--- src/rtl/url_percent_codec_macros.svh ---
// assertion macros shared by the codec modules
`ifndef URL_PERCENT_CODEC_MACROS_SVH
`define URL_PERCENT_CODEC_MACROS_SVH

// same-cycle implication, checked out of reset
`define UPC_ASSERT_NOW(lbl, clk, rst_n, ante, cons, msg) \
  lbl: assert property (@(posedge clk) disable iff (!rst_n) (ante) |-> (cons)) \
    else $error(msg);

// next-cycle implication, checked out of reset
`define UPC_ASSERT_NEXT(lbl, clk, rst_n, ante, cons, msg) \
  lbl: assert property (@(posedge clk) disable iff (!rst_n) (ante) |=> (cons)) \
    else $error(msg);

`endif

--- src/rtl/upc_pkg.sv ---
package upc_pkg;

  // register map
  localparam int unsigned ADDR_W = 3;
  localparam int unsigned DATA_W = 32;
  localparam logic REG_DIRECTION = 1'b0;

  // direction codes
  localparam logic DIR_ENCODE = 1'b0;
  localparam logic DIR_DECODE = 1'b1;

  // characters with a special role
  localparam logic [7:0] CH_PCT   = 8'h25;
  localparam logic [7:0] CH_PLUS  = 8'h2B;
  localparam logic [7:0] CH_SPACE = 8'h20;

  // decoder escape progress
  typedef enum logic [1:0] {
    PH_NONE  = 2'd0,
    PH_PCT   = 2'd1,
    PH_DIGIT = 2'd2
  } upc_phase_t;

  // up to three result bytes for one input word
  typedef struct packed {
    logic [2:0][7:0] data;
    logic [1:0]      count;
    logic            last;
  } upc_res_t;

  // hex digit of either case: valid flag on top, value below
  function automatic logic [4:0] hex_dec(input logic [7:0] c);
    logic [4:0] r;
    r = 5'd0;
    if (c inside {[8'h30:8'h39]}) begin
      r = {1'b1, c[3:0]};
    end else if (c inside {[8'h41:8'h46], [8'h61:8'h66]}) begin
      r = {1'b1, c[3:0] + 4'd9};
    end
    return r;
  endfunction

  // upper-case hex character for a nibble
  function automatic logic [7:0] hex_upper(input logic [3:0] nib);
    logic [7:0] r;
    if (nib < 4'd10) begin
      r = 8'h30 + {4'd0, nib};
    end else begin
      r = 8'h37 + {4'd0, nib};
    end
    return r;
  endfunction

  // characters that pass through the encoder unchanged
  function automatic logic is_unreserved(input logic [7:0] c);
    return c inside {[8'h41:8'h5A], [8'h61:8'h7A], [8'h30:8'h39],
                     8'h2D, 8'h2E, 8'h5F, 8'h7E};
  endfunction

endpackage

--- src/rtl/upc_cfg.sv ---
module upc_cfg
  import upc_pkg::*;
(
  input  logic              clk,
  input  logic              rst_n,
  input  logic              psel,
  input  logic              penable,
  input  logic              pwrite,
  input  logic [ADDR_W-1:0] paddr,
  input  logic [DATA_W-1:0] pwdata,
  output logic [DATA_W-1:0] prdata,
  output logic              pready,
  output logic              direction
);

  logic dir_r;
  logic dir_nxt;
  logic hit;

  // register index sits above the byte offset
  assign hit    = (paddr[ADDR_W-1:2] == REG_DIRECTION);
  assign pready = 1'b1;

  // write decode
  always_comb begin
    dir_nxt = dir_r;
    if (psel && penable && pwrite && hit) begin
      dir_nxt = pwdata[0];
    end
  end

  always_ff @(posedge clk) begin
    if (!rst_n) begin
      dir_r <= DIR_ENCODE;
    end else begin
      dir_r <= dir_nxt;
    end
  end

  // read back
  assign prdata    = hit ? {{(DATA_W-1){1'b0}}, dir_r} : '0;
  assign direction = dir_r;

endmodule

--- src/rtl/upc_xlate.sv ---
`include "url_percent_codec_macros.svh"

module upc_xlate
  import upc_pkg::*;
(
  input  logic       clk,
  input  logic       rst_n,
  input  logic       direction,
  input  logic       accept,
  input  logic [7:0] in_byte,
  input  logic       in_last,
  output upc_res_t   res
);

  upc_phase_t phase_r, phase_nxt;
  logic [7:0] held_r, held_nxt;

  logic [4:0] c_hex, h_hex;
  logic [7:0] pl_byte;
  logic       pl_n, pl_esc, plain;
  logic [1:0] pfx_n;

  // translate one word against the escape state
  always_comb begin
    res       = '0;
    phase_nxt = PH_NONE;
    held_nxt  = '0;
    c_hex     = hex_dec(in_byte);
    h_hex     = hex_dec(held_r);
    pfx_n     = 2'd0;
    plain     = 1'b1;

    // byte handled with nothing pending
    pl_byte = in_byte;
    pl_n    = 1'b1;
    pl_esc  = 1'b0;
    if (in_byte == CH_PCT) begin
      if (!in_last) begin
        pl_n   = 1'b0;
        pl_esc = 1'b1;
      end
    end else if (in_byte == CH_PLUS) begin
      pl_byte = CH_SPACE;
    end

    if (direction == DIR_ENCODE) begin
      plain = 1'b0;
      if (is_unreserved(in_byte)) begin
        res.data[0] = in_byte;
        res.count   = 2'd1;
      end else if (in_byte == CH_SPACE) begin
        res.data[0] = CH_PLUS;
        res.count   = 2'd1;
      end else begin
        res.data[0] = CH_PCT;
        res.data[1] = hex_upper(in_byte[7:4]);
        res.data[2] = hex_upper(in_byte[3:0]);
        res.count   = 2'd3;
      end
    end else begin
      case (phase_r)
        PH_PCT: begin
          if (c_hex[4]) begin
            plain = 1'b0;
            if (in_last) begin
              res.data[0] = CH_PCT;
              res.data[1] = in_byte;
              res.count   = 2'd2;
            end else begin
              phase_nxt = PH_DIGIT;
              held_nxt  = in_byte;
            end
          end else begin
            pfx_n = 2'd1;
          end
        end
        PH_DIGIT: begin
          if (h_hex[4] && c_hex[4]) begin
            plain       = 1'b0;
            res.data[0] = {h_hex[3:0], c_hex[3:0]};
            res.count   = 2'd1;
          end else begin
            pfx_n = 2'd2;
          end
        end
        default: ;
      endcase

      // literal flush of a broken escape, then the byte itself
      if (plain) begin
        if (pfx_n != 2'd0) begin
          res.data[0] = CH_PCT;
        end
        if (pfx_n == 2'd2) begin
          res.data[1] = held_r;
        end
        case (pfx_n)
          2'd0:    res.data[0] = pl_byte;
          2'd1:    res.data[1] = pl_byte;
          default: res.data[2] = pl_byte;
        endcase
        res.count = pfx_n + {1'b0, pl_n};
        if (pl_esc) begin
          phase_nxt = PH_PCT;
        end
      end
    end
    res.last = in_last;
  end

  // escape state advances only on an accepted word
  always_ff @(posedge clk) begin
    if (!rst_n) begin
      phase_r <= PH_NONE;
      held_r  <= '0;
    end else if (accept) begin
      phase_r <= phase_nxt;
      held_r  <= held_nxt;
    end
  end

  `UPC_ASSERT_NEXT(a_last_clears, clk, rst_n, accept && in_last,
    phase_r == PH_NONE && held_r == 8'd0, "escape state left after end of string")
  `UPC_ASSERT_NOW(a_last_emits, clk, rst_n, accept && in_last,
    res.count != 2'd0, "end of string word produced no byte")
  `UPC_ASSERT_NEXT(a_enc_idle, clk, rst_n, accept && direction == DIR_ENCODE,
    phase_r == PH_NONE, "escape pending after an encoded word")

endmodule

--- src/rtl/upc_out.sv ---
`include "url_percent_codec_macros.svh"

module upc_out
  import upc_pkg::*;
(
  input  logic       clk,
  input  logic       rst_n,
  input  logic       load,
  input  upc_res_t   res,
  output logic       free,
  output logic       out_valid,
  input  logic       out_ready,
  output logic [7:0] out_byte,
  output logic       out_run_last,
  output logic       out_string_end
);

  logic [2:0][7:0] data_r;
  logic [1:0]      cnt_r;
  logic [1:0]      idx_r, idx_nxt;
  logic            last_r;
  logic            valid_r, valid_nxt;
  logic            pop, run_last;

  // current byte of the held result
  always_comb begin
    case (idx_r)
      2'd0:    out_byte = data_r[0];
      2'd1:    out_byte = data_r[1];
      default: out_byte = data_r[2];
    endcase
  end

  assign run_last       = (idx_r == cnt_r - 2'd1);
  assign pop            = valid_r && out_ready;
  assign free           = !valid_r || (pop && run_last);
  assign out_valid      = valid_r;
  assign out_run_last   = run_last;
  assign out_string_end = run_last && last_r;

  // buffer control
  always_comb begin
    valid_nxt = valid_r;
    idx_nxt   = idx_r;
    if (load && res.count != 2'd0) begin
      valid_nxt = 1'b1;
      idx_nxt   = 2'd0;
    end else if (pop && run_last) begin
      valid_nxt = 1'b0;
    end else if (pop) begin
      idx_nxt = idx_r + 2'd1;
    end
  end

  always_ff @(posedge clk) begin
    if (!rst_n) begin
      valid_r <= 1'b0;
      idx_r   <= 2'd0;
    end else begin
      valid_r <= valid_nxt;
      idx_r   <= idx_nxt;
    end
  end

  // payload
  always_ff @(posedge clk) begin
    if (load && res.count != 2'd0) begin
      data_r <= res.data;
      cnt_r  <= res.count;
      last_r <= res.last;
    end
  end

  `UPC_ASSERT_NOW(a_idx_range, clk, rst_n, valid_r,
    cnt_r != 2'd0 && idx_r < cnt_r, "byte index outside held result")
  `UPC_ASSERT_NEXT(a_idx_step, clk, rst_n, pop && !run_last,
    valid_r && idx_r == $past(idx_r) + 2'd1, "result dropped before its last byte")
  `UPC_ASSERT_NEXT(a_load_start, clk, rst_n, load && res.count != 2'd0,
    valid_r && idx_r == 2'd0, "new result does not start at its first byte")

endmodule

--- src/rtl/url_percent_codec.sv ---
// Streaming form-URL codec: one source byte per input word, tagged with in_last on
// the final byte of a string; the direction register (address 0, bit 0) picks
// encoding (0) or percent decoding (1); the user must write it only while the
// block is idle, as the block itself does not enforce this. Each accepted word
// is translated in the cycle it arrives and its results land in a result register,
// which then drives one byte per cycle while out_ready is high; a word giving no
// bytes leaves the register empty. The next word is taken while the register is
// empty or in the cycle the last byte of the held result leaves. out_run_last
// marks the final byte of each word's results, out_string_end that of a string.

module url_percent_codec
  import upc_pkg::*;
(
  input  logic              clk,
  input  logic              rst_n,
  // configuration
  input  logic              psel,
  input  logic              penable,
  input  logic              pwrite,
  input  logic [ADDR_W-1:0] paddr,
  input  logic [DATA_W-1:0] pwdata,
  output logic [DATA_W-1:0] prdata,
  output logic              pready,
  // input words
  input  logic              in_valid,
  output logic              in_ready,
  input  logic [7:0]        in_byte,
  input  logic              in_last,
  // result words
  output logic              out_valid,
  input  logic              out_ready,
  output logic [7:0]        out_byte,
  output logic              out_run_last,
  output logic              out_string_end
);

  logic     direction;
  logic     accept;
  logic     free;
  upc_res_t res;

  assign in_ready = free;
  assign accept   = in_valid && free;

  // direction register
  upc_cfg u_cfg (
    .clk       (clk),
    .rst_n     (rst_n),
    .psel      (psel),
    .penable   (penable),
    .pwrite    (pwrite),
    .paddr     (paddr),
    .pwdata    (pwdata),
    .prdata    (prdata),
    .pready    (pready),
    .direction (direction)
  );

  // translation and escape state
  upc_xlate u_xlate (
    .clk       (clk),
    .rst_n     (rst_n),
    .direction (direction),
    .accept    (accept),
    .in_byte   (in_byte),
    .in_last   (in_last),
    .res       (res)
  );

  // result register and byte sequencing
  upc_out u_out (
    .clk            (clk),
    .rst_n          (rst_n),
    .load           (accept),
    .res            (res),
    .free           (free),
    .out_valid      (out_valid),
    .out_ready      (out_ready),
    .out_byte       (out_byte),
    .out_run_last   (out_run_last),
    .out_string_end (out_string_end)
  );

endmodule
--- config.mk ---
export PLATFORM = sky130hd
export DESIGN_NAME = url_percent_codec
export DESIGN_NICKNAME = d
export VERILOG_FILES = /design/src/rtl/upc_pkg.sv /design/src/rtl/upc_cfg.sv /design/src/rtl/upc_xlate.sv /design/src/rtl/upc_out.sv /design/src/rtl/url_percent_codec.sv
export VERILOG_INCLUDE_DIRS = /design/src /design/src/rtl
export SDC_FILE = /design/constraint.sdc
export NUM_CORES = 1
export LEC_CHECK = 0
export BUFFER_PORTS_ARGS = -buffer_cell sky130_fd_sc_hd__buf_2
export CAP_MARGIN = 30
export CORE_MARGIN = 2
export CORE_UTILIZATION = 49
export CTS_BUF_LIST = sky130_fd_sc_hd__clkbuf_2 sky130_fd_sc_hd__clkbuf_4 sky130_fd_sc_hd__clkbuf_8
export CTS_CLUSTER_SIZE = 20
export DETAILED_ROUTE_END_ITERATION = 8
export PLACE_DENSITY = 0.91
export SYNTH_ARGS = -nofsm -noshare
export SYNTH_HDL_FRONTEND = slang
export SYNTH_SLANG_ARGS = --single-unit
--- constraint.sdc ---
create_clock -name clk -period 3.7 [get_ports clk]
set_input_delay 0.185 -clock clk [delete_from_list [all_inputs] [get_ports clk]]
set_output_delay 0.185 -clock clk [all_outputs]
set_load 0.01 [all_outputs]
==> impl_metrics.ini, run 1 <==
[run_status]
outcome = finished clean

[global_routing]
grt_max_degree = 26
grt_use_total_pct = 24.1
grt_pass1_wl_um = 14300
grt_pass1_vias = 2878
antenna_found_initial = 0
overflow = 0

[clocking]
cts.sinks = 41
clk_pin_slew_worst_paths_ps = 70
postCtsSetupRepairBufs = 0
clock_latency_ps = 290
cts_tree = done
ctsRootBufferMaster = clkbuf_8
hold_buffers = 0
h-tree-depth = 2
cts_buffers = 5
cts_buffer_depth = 2
cts_resized = 0

[pwr]
p_int_w = 0.000799
combPwrFrac_pct = 19.8
power_leakage_nw = 1.48
ir_drop_v = 0.000134
power_frac_seq_pct = 48.0
power.share.clock_pct = 32.1
switching_power_w = 0.000296
cellPowerDensity_mw_per_mm2 = 296
p_sw_share_pct = 27.0

[worst_setup_path]
path_max_fanout = 25
critical_path_class = input port to register
rr_worst_depth = 11
critPathLaunchType = input port
ff2ff_setup_slack_ps = 430
worstSetupEndpointType = register
arrival_ps = 3360
required_ps = 3740

[place]
dp_hpwl_um = 6840
post-place-cells = 504
portBuffers = 30
place_congestion = 0.936

[drt]
ant_nets = 0
dr.pass1.iters = 5
vias = 3172
wl_per_cell_um = 17.6
drtIter0Drc = 402
viasPerCell = 6.20
wl_um = 8990
drc = 0

[cells_and_area]
area_growth_pct = 8.67
utilization_pct = 54.8
layout.nets = 500
antenna_cells = 0
drive_above_1_share_pct = 16.0
final_cells = 512

[yosys]
synth_mux_area_share_pct = 2.46
yosys-top-cells-count = 40 x nand2_1, 32 x buf_4, 27 x edfxtp_1
synthTopCellsByArea = edfxtp_1 24%, dfxtp_1 8.2%, buf_4 7.1%, ha_1 6.6%, nand2_1 4.4%
syn_inst = 398
synth_top_family_by_area = compound AO/OA/AOI/OAI gates
ys_ff_latch = 41
synth_flop_cell = edfxtp_1
synth.distinct_cells = 64
yosysWarnings = 0
yosys.area_share.simple_pct = 20.2
syn-cell-area_mm2 = 0.00340
synth.top_cell.area_share_pct = 23.8
synth_top_area_cell = edfxtp_1
synthArstFlopShare_pct = 0
syn-mean-instance-area_um2 = 8.55
yosysSeqAreaShare_pct = 32.0
synth_compound_area_share_pct = 24.2
synth-edff-count = 27
synth.most_common_cell = nand2_1
synthAdderAreaFrac_pct = 6.62
synth-xor-area-share_pct = 2.06

[sta]
rsz0062_at_grt = no
relSlewSlack_pct = 57.5
setup_violations = 0
timing.final.crit_period_ps = 3320
setup_tns_ps = 0
maxSlewViolCount = 0
fmax_mhz = 301
post-route-period-util_pct = 89.8
tightest_slew_ps = 633
clock_skew_ps = 12.7
final_hold_viol_count = 0

[die]
fp.dieW_um = 87.4
start_util_pct = 50.4
rows = 30
die_h_um = 87.4
die-area_mm2 = 0.00763
ioPinCount = 96
fp.coreArea_mm2 = 0.00676

[worst_hold_path]
whs_path_depth = 3
min_path_type = input port to register

[run]
drv_cap = 0
sequential cells by signal (all words and copies together), names as in the netlist:
register / count
u_xlate.phase_r: 2
u_out.last_r: 1
u_xlate.held_r: 8
u_out.idx_r: 2
u_cfg.direction: 1
u_out.out_valid: 1
u_out.data_r: 24
u_out.cnt_r: 2
logic make-up (layout without fill, tap and decap cells):
group,after synthesis,in the layout
flip-flops,41,41
other,2,32
adder cells (fa/ha/maj),18,18
buffers and inverters,74,78
AO/OA/AOI/OAI,113,113
multiplexers,8,8
AND/OR/NAND/NOR,134,134
XOR/XNOR,8,8
power by group through the flow:
stage	clock [W]	combinational (W)	sequential (W)
after floorplan	0	0.000167	0.000534
after global placement	0	0.000207	0.000535
after detailed placement	0	0.000212	0.000536
after CTS	0.000356	0.000213	0.000526
after global routing	0.000374	0.000237	0.000528
final	0.000351	0.000217	0.000526
path summary, 6_finish.rpt:
path                             end               start
setup reg to reg    u_out.data_r[18]   u_xlate.held_r[0]
setup / recovery    u_out.data_r[18]          in_byte[1]
hold reg to reg   u_xlate.phase_r[1]  u_xlate.phase_r[1]
hold / removal       u_cfg.direction           pwdata[0]
per-stage QoR:
step / power, W / hold slack, ps / instance area (µm²) / setup WS [ps]
global placement: 0.000742 / 428 / 3590 / 169
CTS: 0.00110 / 149 / 3700 / 402
floorplan: 0.000701 / 284 / 3520 / 43.3
finish: 0.00109 / 154 / 3700 / 378
global route: 0.00114 / 173 / 3700 / 224
detailed placement: 0.000749 / 456 / 3590 / 107
worst max-delay path: stages:
cell and delay, ps:
buf_2 90, inv_1 60, ha_1 230, or4b_4 500, a311o_1 410, o21ai_4 130, nand4_1 150, inv_1 110
ha_1 220, a2111oi_0 100, a41oi_1 210, nand3_1 160, or3_4 370, and2_2 240, buf_12 170
cell usage in the layout, fill, tap and decap left out, types with 17 or more instances in the layout:
cell,Yosys,layout
a22oi_1,17,17
a21oi_1,17,17
buf_2,0,30
buf_4,32,18
nand2_1,40,40
nor2_1,24,24
ha_1,18,18
edfxtp_1,27,27
inv_1,21,21
conb_1,2,32
metal layers:
layer | vias to the layer above | wire (µm) | global-route usage [%]
met2 | 173 | 4330 | 39.2
met4 | 0 | 236 | 8.95
met5 | - | 0 | 0
met3 | 24 | 745 | 5.40
met1 | 1499 | 3680 | 31.2
li1 | 1476 | - | -
cell type report:
class                      count  area, µm²
inverter                      21       78.8
multi-input combinational    313       2010
clock inverter                 2       33.8
fill                         640       3060
tap                           80        100
timing repair buffer          49        305
sequential                    41       1090
clock buffer                   6       76.3
Note: power is estimated with default switching activity, not from simulation.
==> run 2: changes to the inputs <==
--- a/config.mk
+++ b/config.mk
@@ -9,11 +9,12 @@
 export BUFFER_PORTS_ARGS = -buffer_cell sky130_fd_sc_hd__buf_2
 export CAP_MARGIN = 30
 export CORE_MARGIN = 2
-export CORE_UTILIZATION = 49
+export CORE_UTILIZATION = 50
 export CTS_BUF_LIST = sky130_fd_sc_hd__clkbuf_2 sky130_fd_sc_hd__clkbuf_4 sky130_fd_sc_hd__clkbuf_8
 export CTS_CLUSTER_SIZE = 20
 export DETAILED_ROUTE_END_ITERATION = 8
 export PLACE_DENSITY = 0.91
 export SYNTH_ARGS = -nofsm -noshare
 export SYNTH_HDL_FRONTEND = slang
+export SYNTH_HIERARCHICAL = 1
 export SYNTH_SLANG_ARGS = --single-unit
==> run 2 against run 1 <==
  * Sequential power up 0.8%
  * Die area grew 4.5%
  * Utilization down 0.57 points
  * Clock-buffer cell count unchanged
  * Via count grew 4.2%
  * Non-clock buffer count is 10 lower
  * Sequential share of layout area shrank 1.3 points
  * Synthesized cell count rose by 5.8%
  * Global-route usage is 0.72 points lower
  * Total power rose by 1.9%
  * Largest power group unchanged
==> impl_metrics.ini, run 2 <==
[run_status]
outcome = finished clean

[drt]
ant_nets = 0
wl_um = 9140
dr.pass1.iters = 6
drtIter0Drc = 434
wl_per_cell_um = 16.8
viasPerCell = 6.08
drc = 0
vias = 3304

[yosys]
synthTopCellsByArea = edfxtp_1 22%, dfxtp_1 7.7%, buf_4 7.2%, ha_1 5.8%, nand2_1 5.8%
yosysSeqAreaShare_pct = 30.0
synth_top_area_cell = edfxtp_1
yosys-top-cells-count = 56 x nand2_1, 35 x buf_4, 27 x edfxtp_1
syn-mean-instance-area_um2 = 8.64
synth.most_common_cell = nand2_1
synth.distinct_cells = 89
syn_inst = 421
yosysWarnings = 6
syn-cell-area_mm2 = 0.00364
synth.top_cell.area_share_pct = 22.3
synthArstFlopShare_pct = 0
synth-edff-count = 27
ys_ff_latch = 41
synth_flop_cell = edfxtp_1

[die]
die-area_mm2 = 0.00798
die_h_um = 89.3
ioPinCount = 96
rows = 31
start_util_pct = 51.0
fp.coreArea_mm2 = 0.00714
fp.dieW_um = 89.3

[global_routing]
overflow = 0
grt_pass1_vias = 2889
grt_use_total_pct = 23.4
antenna_found_initial = 0
grt_pass1_wl_um = 14300
grt_max_degree = 28

[cells_and_area]
regMostFlops = u_out/data_r
top_regs = u_out/data_r (24), u_xlate/held_r (8)
drive_above_1_share_pct = 15.8
final_common_cell = nand2_1
layout.nets = 511
multi_input_area_mm2 = 0.00221
n_fill_cell = 653
final_cell_mix = 56 x nand2_1, 32 x conb_1, 30 x buf_2
largest_reg_flops = 24
final_cells = 543
antenna_cells = 0
ff_latch_area_mm2 = 0.00109
utilization_pct = 54.2
area_growth_pct = 6.29

[pwr]
cellPowerDensity_mw_per_mm2 = 288
power_leakage_nw = 1.52
power_frac_seq_pct = 47.6
combPwrFrac_pct = 21.4
ir_drop_v = 0.000154
p_sw_share_pct = 27.1
power.share.clock_pct = 31.0
p_int_w = 0.000813
switching_power_w = 0.000302

[worst_setup_path]
required_ps = 3690
critPathLaunchType = register
arrival_ps = 3240
path_max_fanout = 27
worstSetupEndpointType = register
rr_worst_depth = 11
critical_path_class = register to register
ff2ff_setup_slack_ps = 450

[clocking]
cts_resized = 0
cts_tree = done
postCtsSetupRepairBufs = 0
cts_buffers = 5
clk_pin_slew_worst_paths_ps = 80
ctsRootBufferMaster = clkbuf_8
cts.sinks = 41
clock_latency_ps = 290
hold_buffers = 0
h-tree-depth = 2
cts_buffer_depth = 2

[sta]
setup_tns_ps = 0
tightest_slew_ps = 753
maxSlewViolCount = 0
relSlewSlack_pct = 48.5
final_hold_viol_count = 0
clock_skew_ps = 7.88
rsz0062_at_grt = no
setup_ws_ps = 446
timing.final.crit_period_ps = 3250
post-route-period-util_pct = 88.0
setup_violations = 0
fmax_mhz = 307

[place]
portBuffers = 30
post-place-cells = 535
place_congestion = 0.930
place_ws_ps = 354
dp_hpwl_um = 6840

[worst_hold_path]
whs_path_depth = 3
min_path_type = input port to register

[run]
drv_cap = 0
## run 2: cell families (layout without fill, tap and decap cells)
group / after synthesis / count (layout) / share of synthesized area [%]
compound gates: 125 / 125 / 27.3
xor+xnor: 6 / 6 / 1.65
fa+ha+maj: 17 / 17 / 5.85
buf+inv: 80 / 73 / 12.2
flops: 41 / 41 / 30.0
mux: 5 / 5 / 1.62
other cells: 2 / 32 / 0.206
simple gates: 145 / 145 / 21.2
## run 2: path summary, 6_finish.rpt
kind / startpoint / endpoint
hold / removal: pwdata[0] / u_cfg/direction
setup reg to reg: u_xlate/held_r[1] / u_out/data_r[9]
hold reg to reg: u_xlate/phase_r[0] / u_xlate/phase_r[0]
setup / recovery: u_xlate/held_r[1] / u_out/data_r[9]
## run 2: routing by layer
layer | vias to the layer above | track usage (%) | wire (µm)
met4 | 0 | 10.2 | 305
met3 | 35 | 4.06 | 677
met2 | 203 | 39.1 | 4400
met1 | 1543 | 29.6 | 3760
li1 | 1523 | - | -
met5 | - | 0 | 0
## run 2: area by class of cell
class	count	area share, %
inverter	26	2.52
timing repair buffer	39	5.95
tap	99	3.20
clock buffer	6	1.97
clock inverter	2	0.874
multi-input combinational	330	57.3
sequential	41	28.2
## run 2: per-stage QoR
step	cell area, µm²	hold slack (ps)	power (W)
global placement	3760	437	0.000767
CTS	3870	131	0.00112
detailed placement	3760	448	0.000773
floorplan	3750	302	0.000728
finish	3870	136	0.00111
global route	3870	130	0.00117
## run 2: worst max-delay path, cell delays in order, from the launching register on
cell      delay, ps
dfxtp_1         350
inv_1           150
ha_1            200
inv_1            40
o311ai_0        550
nand2_1         370
a32oi_4         480
o22a_1          180
o21a_1          150
o21ai_0         130
inv_1           150
buf_12          190
## run 2: power by group through the flow
stage	registers, W	logic, W	clock network (W)
after global routing	0.000532	0.000261	0.000374
after detailed placement	0.000540	0.000233	0
after global placement	0.000539	0.000228	0
after floorplan	0.000538	0.000190	0
after CTS	0.000530	0.000234	0.000353
final	0.000530	0.000239	0.000346
==> run 3: changes to the inputs <==
--- a/config.mk
+++ b/config.mk
@@ -6,6 +6,7 @@
 export SDC_FILE = /design/constraint.sdc
 export NUM_CORES = 1
 export LEC_CHECK = 0
+export ABC_AREA = 1
 export BUFFER_PORTS_ARGS = -buffer_cell sky130_fd_sc_hd__buf_2
 export CAP_MARGIN = 30
 export CORE_MARGIN = 2
==> run 3 against run 2 <==
  * Combinational power grew 4%
  * Critical path type is now input port to register
  * Design area shrank 2.6%
  * Clock skew shrank 3.1 ps
  * Critical endpoint is now u_out/data_r[3]
==> impl_metrics.ini, run 3 <==
[yosys]
synthArstFlopShare_pct = 0
syn_inst = 505
yosysWarnings = 6
synthTopCellsByArea = edfxtp_1 23%, nand2_1 15%, buf_4 7.9%, dfxtp_1 7.8%, nand3_1 6.0%
synth.most_common_cell = nand2_1
synth.top_cell.area_share_pct = 22.6
synth.distinct_cells = 42
ys_ff_latch = 41
synth_top_area_cell = edfxtp_1
synth_flop_cell = edfxtp_1
synth-edff-count = 27
yosysSeqAreaShare_pct = 30.4
syn-mean-instance-area_um2 = 7.11
yosys-top-cells-count = 145 x nand2_1, 47 x inv_1, 43 x nand3_1
syn-cell-area_mm2 = 0.00359

[worst_setup_path]
rr_worst_depth = 16
critPathLaunch = in_byte[0]
required_ps = 3670
cp-endpoint = u_out/data_r[3]
reg2reg_from = u_xlate/held_r[0]
critPathLaunchType = input port
reg2reg_to = u_out/data_r[3]
worstSetupEndpointType = register
ff2ff_setup_slack_ps = 920
arrival_ps = 2940
path_max_fanout = 27
critical_path_class = input port to register

[sta]
post-route-period-util_pct = 80.4
timing.final.crit_period_ps = 2980
clock_skew_ps = 4.80
setup_tns_ps = 0
tightest_slew_ps = 532
maxSlewViolCount = 0
final_hold_viol_count = 0
rsz0062_at_grt = no
fmax_mhz = 336
setup_violations = 0
relSlewSlack_pct = 64.3

[drt]
drtIter0Drc = 365
dr.pass1.iters = 6
wl_um = 8950
drc = 0
vias = 3374
viasPerCell = 5.40
wl_per_cell_um = 14.3
ant_nets = 0

[clocking]
clk_pin_slew_worst_paths_ps = 80
cts_buffer_depth = 2
cts_tree = done
hold_buffers = 0
cts_resized = 0
cts_buffers = 5
ctsRootBufferMaster = clkbuf_8
postCtsSetupRepairBufs = 0
clock_latency_ps = 300
h-tree-depth = 2
cts.sinks = 41

[cells_and_area]
ff_latch_area_mm2 = 0.00109
regMostFlops = u_out/data_r
drive_above_1_share_pct = 15.9
top_regs = u_out/data_r (24), u_xlate/held_r (8)
n_fill_cell = 686
antenna_cells = 0
layout.nets = 596
area_growth_pct = 4.91
largest_reg_flops = 24
multi_input_area_mm2 = 0.00204
utilization_pct = 54.8
final_cell_mix = 145 x nand2_1, 47 x inv_1, 43 x nand3_1
final_common_cell = nand2_1

[die]
fp.dieW_um = 88.7
ioPinCount = 96
fp.coreArea_mm2 = 0.00687
start_util_pct = 52.3
die-area_mm2 = 0.00788
rows = 30
die_h_um = 88.7

[pwr]
p_sw_share_pct = 29.9
cellPowerDensity_mw_per_mm2 = 309
ir_drop_v = 0.000138
power_frac_seq_pct = 45.6
combPwrFrac_pct = 21.4
p_int_w = 0.000816
power.share.clock_pct = 33.0
power_leakage_nw = 1.74
switching_power_w = 0.000348

[global_routing]
grt_pass1_vias = 3063
antenna_found_initial = 0
grt_pass1_wl_um = 14500
overflow = 0
grt_max_degree = 28
grt_use_total_pct = 23.6

[place]
portBuffers = 30
dp_hpwl_um = 6860
place_congestion = 1.02

[worst_hold_path]
min_path_type = input port to register

[run]
drv_cap = 0

[run_status]
outcome = finished clean
-- run 3: cell types whose count changed in the layout (fill, tap and decap cells not counted), sizes merged, moves of 5 or more --
cell	delta
nand2	+96
nand3	+40
inv	+32
nor2	+30
nor2b	-20
buf	-7
a32o	-6
xnor2	-6
and2	-5
-- run 3: worst min-delay path by stage --
stage                     startpoint  cells after the start         endpoint  slack, ps
final                          rst_n                      3  u_cfg/direction        140
after global placement         rst_n                      3  u_cfg/direction        450
after CTS                      rst_n                      3  u_cfg/direction        140
after detailed placement       rst_n                      3  u_cfg/direction        450
after floorplan                rst_n                      2  u_cfg/direction        310
after global routing           rst_n                      3  u_cfg/direction        140
-- run 3: metrics by stage --
step / cells / total power, W / hold slack [ps] / setup WS [ps] / instance area (µm²)
3_5_place_dp: 617 / 0.000785 / 449 / 465 / 3650
2_1_floorplan: 535 / 0.000742 / 306 / 767 / 3700
3_3_place_gp: 617 / 0.000778 / 450 / 594 / 3650
5_1_grt: 625 / 0.00121 / 143 / 491 / 3770
4_1_cts: 625 / 0.00116 / 135 / 785 / 3770
6_report: 625 / 0.00116 / 137 / 724 / 3770
-- run 3: final cells by class --
cell class / instances / share of cell area (%)
Multi-Input combinational cell: 388 / 54.1
Inverter: 60 / 6.18
Clock inverter: 2 / 0.996
Sequential cell: 41 / 29.0
Clock buffer: 6 / 2.19
Timing Repair Buffer: 32 / 4.38
Tap cell: 96 / 3.19
-- run 3: cell families after synthesis --
group / share of synthesized area [%]
and+or+nand+nor: 35.2
AOI/OAI and AO/OA: 11.4
xor gates and xnor gates: 0.976
adders and majority gates: 5.92
buffers and inverters: 16.0
other: 0.209
DFF: 30.4
-- run 3: critical path, stage by stage --
cell	delay [ps]
buf_2	260
inv_2	120
ha_1	280
o21ai_0	210
a21oi_2	100
o21ai_4	140
nand2_2	110
nor2_4	210
nand3_4	130
clkinv_4	110
ha_1	170
inv_1	40
nand2_1	70
nand3_1	80
nand2_1	70
nand2_1	60
nand2_1	100
o21ai_2	90
inv_1	80
buf_4	320
-- run 3: power by group through the flow --
stage	Sequential (W)	Clock, W	Combinational (W)
after floorplan	0.000540	0	0.000203
after global placement	0.000540	0	0.000238
after detailed placement	0.000542	0	0.000243
after CTS	0.000531	0.000384	0.000244
after global routing	0.000534	0.000402	0.000275
final	0.000531	0.000384	0.000249
-- run 3: per-layer routing --
layer  global-route usage, %  wire length, µm
met1                    30.4             3700
met2                    40.0             4220
met3                    3.08              736
met4                    9.78              286
met5                       0                0
